===== config.mk =====
export PLATFORM = sky130hd
export DESIGN_NAME = merq_ram
export DESIGN_NICKNAME = d
export VERILOG_FILES = /design/src/rtl/core/merq_ram.sv
export SDC_FILE = /design/constraint.sdc
export NUM_CORES = 1
export LEC_CHECK = 0
export ABC_AREA = 1
export BUFFER_PORTS_ARGS = -buffer_cell sky130_fd_sc_hd__buf_2
export CAP_MARGIN = 20
export CORE_MARGIN = 2
export CORE_UTILIZATION = 55
export CTS_CLUSTER_DIAMETER = 100
export DETAILED_ROUTE_END_ITERATION = 10
export PLACE_DENSITY = 0.71
export SYNTH_ARGS = -nofsm -noshare
export SYNTH_HDL_FRONTEND = slang
export SYNTH_SLANG_ARGS = --single-unit
export TNS_END_PERCENT = 100

===== constraint.sdc =====
create_clock -name i_clk -period 2 [get_ports i_clk]
set_input_delay 0.2 -clock i_clk [delete_from_list [all_inputs] [get_ports i_clk]]
set_output_delay 0.2 -clock i_clk [all_outputs]
set_load 0.02 [all_outputs]

===== src/rtl/core/merq_ram.sv =====
// Generic single-write, single-read RAM with a registered read port.
// Depends on nothing.
module merq_ram #(
    parameter int WIDTH = 8,
    parameter int DEPTH = 128,
    parameter int AW    = (DEPTH > 1) ? $clog2(DEPTH) : 1
) (
    input  logic             i_clk,
    input  logic             i_we,
    input  logic [AW-1:0]    i_waddr,
    input  logic [WIDTH-1:0] i_wdata,
    input  logic             i_re,
    input  logic [AW-1:0]    i_raddr,
    output logic [WIDTH-1:0] o_rdata
);
    logic [WIDTH-1:0] r_mem [DEPTH];
    logic [WIDTH-1:0] r_rdata;

    always_ff @(posedge i_clk) begin
        if (i_we) begin
            r_mem[i_waddr] <= i_wdata;
        end
        if (i_re) begin
            r_rdata <= r_mem[i_raddr];
        end
    end

    assign o_rdata = r_rdata;
endmodule


Word-level counts from Yosys, hierarchy flattened
Memory sizes are Yosys's and may differ from the RTL's. A register that Yosys moved wholly into a read port is not among the register bits.
Cells that the tools add are included.
- flip-flop bits (word level): 0
- memory bits (writable): 1024
- memories: 1
- multiplexer cells: 2
- memories (name ; depth ; bits a word ; rd ports ; clocked after Yosys merged registers in ; wr ports ; line ; source):
    r_mem ; 128 ; 8 ; 1 ; 1 ; 1 ; 16 ; logic [WIDTH-1:0] r_mem [DEPTH];
- operators with widths (operator ; number):
    1-bit 2-to-1 mux ; 2

Depth between registers and ports, before layout
Gate-level depths: netlist of the first run.
- depth after elaboration: 2
- mapped depth: 14
- mapped depth without buffers: 11

Least setup slack after synthesis of the first run
Ideal clock, no wire load.
- kind: input port to flip-flop
- start point: input i_we
- end point: memory r_mem[105][0] (enable)
- library setup time: 0.370 ns
- data arrival time: 1.186 ns
- path slack: 0.444 ns
- stages on the path: 4
- path buffers: 2
- path through: clkbuf_1 nand2_1 clkbuf_1 nor2_1
- word-level cells in the longest chain between the ends: 2
- RTL lines (item ; line ; source):
    from (decl) ; 9 ; input logic i_we,
    1-bit 2-to-1 mux ; 20 ; if (i_we) begin
    1-bit 2-to-1 mux (implied by the code) ; 21 ; r_mem[i_waddr] <= i_wdata;
    to (decl) ; 16 ;
No other way between the ends.

==> summary.txt, run 1 <==
Outcome
  • Status: complete, no violations

Logic synthesis
  • Netlist cell types: 13
  • Post-synthesis compound-gate area fraction: 0%
  • Post-Synth Adder-Cell Area: 0%
  • Xor/xnor share of the synthesized area: 0%
  • Cells after Synth: 3,575
  • Largest family of logic cells by synthesized area: simple AND/OR/NAND/NOR gates
  • Seq/Total Area, Yosys: 73.46%
  • Net Count, Synth: 3,600
  • Syn Area/Cell: 11.80 sq um
  • Synth Area in Simple Gates: 23.14%
  • Mux share of post-synthesis cell area: 0%
  • Yosys warns: 0
  • Mapped cell area: 0.04218 sq mm
  • Flops & latches, synth: 1,032

Floorplanning
  • IO Pins: 33
  • Core Area: 0.07595 sq mm
  • Core Rows: 101
  • Die H: 280.9 um
  • Die area: 0.07893 sq mm
  • Initial Util: 55.54%
  • Die width: 280.9 um

Placement
  • Hpwl dp: 65,960 um
  • Global placement routability congestion: 0.8702
  • Port bufs: 32

Finish
  • Final #Nets: 3,813
  • Layout cells sized above 1: 12.55%
  • Layout area overhead: 16.14%

Power
  • Switching Share: 21.95%
  • Clock power share: 41.8%
  • Sw power: 0.01021 W
  • Sequential Power Share: 51.5%
  • P_leak: 17.90 nW
  • Peak VDD IR: 0.0006230 V
  • PD cells: 948.9 mW/mm^2
  • Int Power: 0.03628 W
  • Combinational fraction of design power: 6.8%

Timing
  • Unrepaired setup endpoints after global routing: false
  • Max Transition Viols Final: 0
  • # setup viols final: 0
  • Period utilization: 83.53%
  • Worst Skew: 32.42 ps
  • Fin crit period: 1671 ps
  • Achievable frequency: 598.6 MHz
  • Setup TNS: 0 ps
  • Fin. Hold Viols: 0
  • Normalized max-slew margin: 41.68%
  • Tightest Pin Transition: 874.8 ps
  • WHS: 37.57 ps

Run
  • Max Cap Violations: 0

Global route
  • Gr usage total: 28.02%
  • First-pass GRT wire length: 166,000 um
  • Pin count of the biggest net entering global routing: 129
  • Gr ovfl total: 0
  • Vias in the first global route: 27,450
  • Initial antenna violation count: 1

Critical path
  • R2r startpoint: r_mem[17][4]
  • Crit path from: r_mem[17][4]
  • R2r setup slk: 330 ps
  • Reg2reg end: o_rdata[4]
  • Crit Path Max Fanout: 1
  • Critical path class: register to register
  • Required time of the critical path: 2420 ps
  • WP data arrival: 2090 ps
  • CP Capture Type: register
  • Worst Setup Start Kind: register
  • Worst r2r path cells: 10

Route
  • Iter 0 DRT Violations: 3,418
  • DRC violations left: 0
  • Final ANT Viol Nets: 0
  • Vias per inst: 5.831
  • Routed WL: 109,400 um
  • DRT Pass-1 Iters: 6
  • Via count: 28,600
  • Wire per inst: 22.31 um

Hold path
  • Hold Path Depth: 1
  • Class of the worst hold path: input pin to register
  • Worst hold endpoint: r_mem[4][6]
  • HP Start: i_wdata[6]

Clocking
  • Longest Clk Path Bufs: 3
  • Clk_lat worst skew: 670 ps
  • H-tree depth: 3
  • Num CTS Buffers: 102
  • Post-CTS Setup Inserts: 0
  • CTS tree: yes
  • Reg clk slew, reported paths: 60 ps
  • Root buf cell: clkbuf_16
  • PostCTS Resize Cnt: 0
  • Clock Sinks: 1,032
==> cell usage in the layout (no fill, tap or decap), drive strengths merged <==
cell         netlist  routed
edfxtp          1032    1032
clkinv             0      48
nor3               8       8
clkinvlp           0       4
bufinv             0      15
nand3            931     931
nand2           1215    1215
buf              197     334
dlygate4sd3        0       5
nor2             134     134
diode              0       1
clkbuf            34     119
inv               24      29
==> Yosys cell counts <==
cell      instances  area, sq um
edfxtp_1       1032        30990
buf_1            14        52.55
buf_2           121        605.6
nand2_1        1215         4561
clkbuf_1         34        127.6
buf_4            40        300.3
inv_2             2        7.510
inv_1            21        78.83
inv_8             1        11.26
nor2_1          134        503.0
buf_6            22        247.7
nand3_1         931         4659
nor3_1            8        40.04
==> power groups by stage <==
stage,combinational (W),sequential [W],clock [W]
after floorplan,0.00157,0.0244,0
after global placement,0.00304,0.0244,0
after detailed placement,0.00308,0.0244,0
after CTS,0.00311,0.0239,0.0196
after global routing,0.00339,0.0239,0.0204
final,0.00314,0.0239,0.0194
==> layer usage <==
metal  up-vias  track usage [%]  share of wire, %
met5         -                0             0.010
met4         2            9.228               2.8
met3       199            5.096               9.8
met2      1515            43.84                47
met1     13850            40.06                40
li1      13030                -                 -
==> state kept, by name, summed over array words and instances (netlist names) <==
name,count
r_mem,1024
o_rdata,8
==> cell families after synthesis <==
kind of cell	Yosys count
simple gates	2288
flops	1032
buf+inv	255
==> layout make-up <==
cell class | count | area, sq um
Sequential cell | 1032 | 30990
Fill cell | 5527 | 26960
Multi-Input combinational cell | 2288 | 9763
Timing Repair Buffer | 340 | 3427
Clock buffer | 118 | 2655
Tap cell | 1030 | 1289
Clock inverter | 72 | 749.5
Inverter | 24 | 116.4
Antenna cell | 1 | 2.502
==> stage by stage <==
| stage | instance area [sq um] | util (%) | instances | total power [W] | worst slack (ps) |
|---|---|---|---|---|---|
| after global routing | 48990 | 64.50 | 4904 | 0.04775 | 230.8 |
| after detailed placement | 45530 | 59.95 | 4709 | 0.02747 | -41.89 |
| after CTS | 48990 | 64.50 | 4904 | 0.04666 | 343.9 |
| final | 48990 | 64.51 | 4905 | 0.04649 | 329.3 |
| after global placement | 45530 | 59.95 | 4709 | 0.02742 | -78.15 |
| after floorplan | 42180 | - | 3575 | 0.02597 | 444.2 |
==> worst max-delay path, stage by stage, from the launching register on <==
cell      delay [ps]
edfxtp_1         360
nand2_1           90
nand3_1           80
nand3_1           90
nand3_1          120
nand2_1          130
nand2_1          120
nand3_1          200
nand2_1           80
nand2_1           80
nand2_1           50
==> worst max-delay path by stage <==
stage	endpoint
final	o_rdata[4]
after detailed placement	o_rdata[2]
after floorplan	r_mem[105][0]
after CTS	o_rdata[2]
after global placement	o_rdata[2]
after global routing	o_rdata[4]
==> timing repair <==
item / in CTS / in global routing
hold endpoints to repair: 34 / 0
endpoints found under the setup margin: 0 / 0
hold buffers: 5 / 0
Power figures use the tool's default switching activity.
==> inputs of run 2 (changes only) <==
--- a/config.mk
+++ b/config.mk
@@ -12,7 +12,7 @@
 export CORE_UTILIZATION = 55
 export CTS_CLUSTER_DIAMETER = 100
 export DETAILED_ROUTE_END_ITERATION = 10
-export PLACE_DENSITY = 0.71
+export PLACE_DENSITY = 0.73
 export SYNTH_ARGS = -nofsm -noshare
 export SYNTH_HDL_FRONTEND = slang
 export SYNTH_SLANG_ARGS = --single-unit
==> constraint.sdc (replaced) <==
create_clock -name i_clk -period 1.5 [get_ports i_clk]
set_input_delay 0.15 -clock i_clk [delete_from_list [all_inputs] [get_ports i_clk]]
set_output_delay 0.15 -clock i_clk [all_outputs]
set_load 0.02 [all_outputs]
==> run 2 against run 1 <==
  * The flow now finishes with violations (negative setup slack)
  * Via count grew 2.8%
  * Clock skew shrank 21 ps
  * Core utilization grew 1.9 points
  * Critical path depth is the same
  * Sequential share of layout area shrank 1.8 points
  * Combinational power grew 48%
  * Sequential power grew 33%
  * Routed wire length grew 4.1%
  * Sequential cell count is the same
  * Final area grew 2.9%
  * Largest power group unchanged
  * Highest routed layer is now met4
==> summary.txt, run 2 (same netlist as run 1, synthesis figures left out) <==
Power
  • PD cells: 1218 mW/mm^2
  • Tot Pwr: 0.06139 W
  • Peak VDD IR: 0.0009016 V
  • P_leak: 18.50 nW

Placement
  • Hpwl dp: 70,310 um
  • DP Worst Slack: -607.8 ps
  • DP Area: 0.04615 sq mm
  • Global placement routability congestion: 0.8780
  • Port bufs: 32

Critical path
  • Critical path class: register to register
  • Critical-path cell list: nand2_1, nand3_1, nand3_2, nand3_4, nand2_4, nand2_2, nand3_2, nand2_2, nand2_2, nand2_1
  • Worst Setup Start Kind: register
  • Required time of the critical path: 1900 ps
  • CP top delay family: simple AND/OR/NAND/NOR gates
  • Crit path largest cell delay: 380 ps
  • CP Capture Type: register
  • WP data arrival: 1970 ps
  • Crit Path Max Fanout: 1
  • Slowest CP cell: edfxtp_1
  • CP Buf/Inv Count: 0
  • Cell seen most often among critical-path stages: nand2_2

Clocking
  • Num CTS Buffers: 99
  • H-tree depth: 3
  • Reg clk slew, reported paths: 60 ps
  • Clock Sinks: 1,032
  • Clk_lat worst skew: 650 ps
  • Root buf cell: clkbuf_16
  • Longest Clk Path Bufs: 3
  • CTS tree: yes

Finish
  • Fin util: 66.37%
  • Fillers: 5,219
  • Reg with most FFs: r_mem
  • Most frequent cells in the layout: 1,155 x nand2_1, 1,032 x edfxtp_1, 781 x nand3_1
  • Sequential cell area: 0.03099 sq mm
  • Most common cell after layout, fill and taps aside: nand2_1
  • Final instance area: 0.05041 sq mm
  • Max reg flops: 1,024
  • Layout cells sized above 1: 18.83%
  • Final #Nets: 3,865
  • Layout area overhead: 19.50%
  • Area of the multi-input gates: 0.01071 sq mm

Global route
  • Pin count of the biggest net entering global routing: 75
  • Gr ovfl total: 0
  • Initial antenna violation count: 0
  • Vias in the first global route: 28,140
  • First-pass GRT wire length: 170,500 um
  • Gr usage total: 28.86%

Outcome
  • Failing checks: negative setup slack
  • Status: finished with violations

Timing
  • Worst Skew: 11.40 ps
  • Setup TNS: -375.2 ps
  • Achievable frequency: 638.0 MHz
  • # setup viols final: 13
  • Final WS setup: -67.47 ps
  • Tightest Pin Transition: 1160 ps
  • Unrepaired setup endpoints after global routing: true
  • Fin. Hold Viols: 0
  • Fin crit period: 1567 ps
  • Max Transition Viols Final: 0
  • Normalized max-slew margin: 22.56%
  • Period utilization: 104.5%

Route
  • Routed WL: 113,900 um
  • DRT Pass-1 Iters: 5
  • Iter 0 DRT Violations: 4,103
  • Vias per inst: 5.941
  • Via count: 29,410
  • Final ANT Viol Nets: 0
  • DRC violations left: 0
  • Wire per inst: 23.01 um

Run
  • Max Cap Violations: 0

Floorplanning
  • IO Pins: 33
  • Die H: 280.9 um
  • Initial Util: 55.54%
  • Core Rows: 101
  • Core Area: 0.07595 sq mm
  • Die area: 0.07893 sq mm
  • Die width: 280.9 um

Hold path
  • Class of the worst hold path: input pin to register
[run 2: cell count changes in the layout (fill, tap and decap cells not counted), moves of 3 or more]
cell,delta
buf_12,+17
inv_6,-4
clkbuf_1,+9
nand2_2,+59
buf_2,-7
bufinv_16,-5
clkinv_1,-8
buf_6,+7
clkinv_2,+3
nand3_4,+5
nand3_1,-150
nand3_2,+145
buf_4,+36
nand2_1,-60
[run 2: layout make-up]
cell class,count,share of cell area [%]
antenna,1,0.004964
clock buffer,128,5.384
clock inverter,52,0.9705
inverter,24,0.2308
multi-input combinational,2288,21.24
sequential,1032,61.48
tap,1030,2.557
timing repair buffer,395,8.136
[run 2: layer usage]
metal,vias to the layer above,wire [um],global-route usage (%),part of all wire [%]
li1,13130,-,-,-
met5,-,0,0,0
met3,260,12240,4.431,11
met1,14240,43760,40.62,38
met4,0,3997,10.98,3.5
met2,1779,53920,45.81,47
[run 2: per-stage QoR]
step                hold WS (ps)  instances
finish                     12.32       4950
CTS                        1.182       4949
floorplan                  248.9       3575
global placement           512.8       4762
global route               18.33       4949
detailed placement         511.3       4762
[run 2: report_power, final]
part / switching, W / leakage, nW / total, W / internal [W]
clock network: 0.0104 / 1.57 / 0.0248 / 0.0144
logic: 0.00315 / 7.64 / 0.00465 / 0.00151
registers: 0.0000734 / 9.29 / 0.0319 / 0.0319
[run 2: repair_timing]
action	in CTS	in global routing
setup buffers	0	0
hold buffers	7	0
pin swaps	29	71
cloned	0	0
endpoints found under the hold margin	92	0
resized for setup	103	127
setup endpoints to repair	15	14
[run 2: worst register-to-register path: stages, from the launching register on]
cell	delay (ps)
edfxtp_1	380
nand2_1	80
nand3_1	120
nand3_2	130
nand3_4	110
nand2_4	100
nand2_2	50
nand3_2	100
nand2_2	100
nand2_2	90
nand2_1	60
[run 2: path summary, 6_finish.rpt]
| kind | start | to | slack [ps] | cells past startpoint |
|---|---|---|---|---|
| max reg2reg | r_mem[68][7] | o_rdata[7] | -70 | 10 |
| min reg2reg | r_mem[1][1] | o_rdata[1] | 1030 | 10 |
| min | i_wdata[2] | r_mem[69][2] | 10 | 1 |
| max | r_mem[68][7] | o_rdata[7] | -70 | 10 |
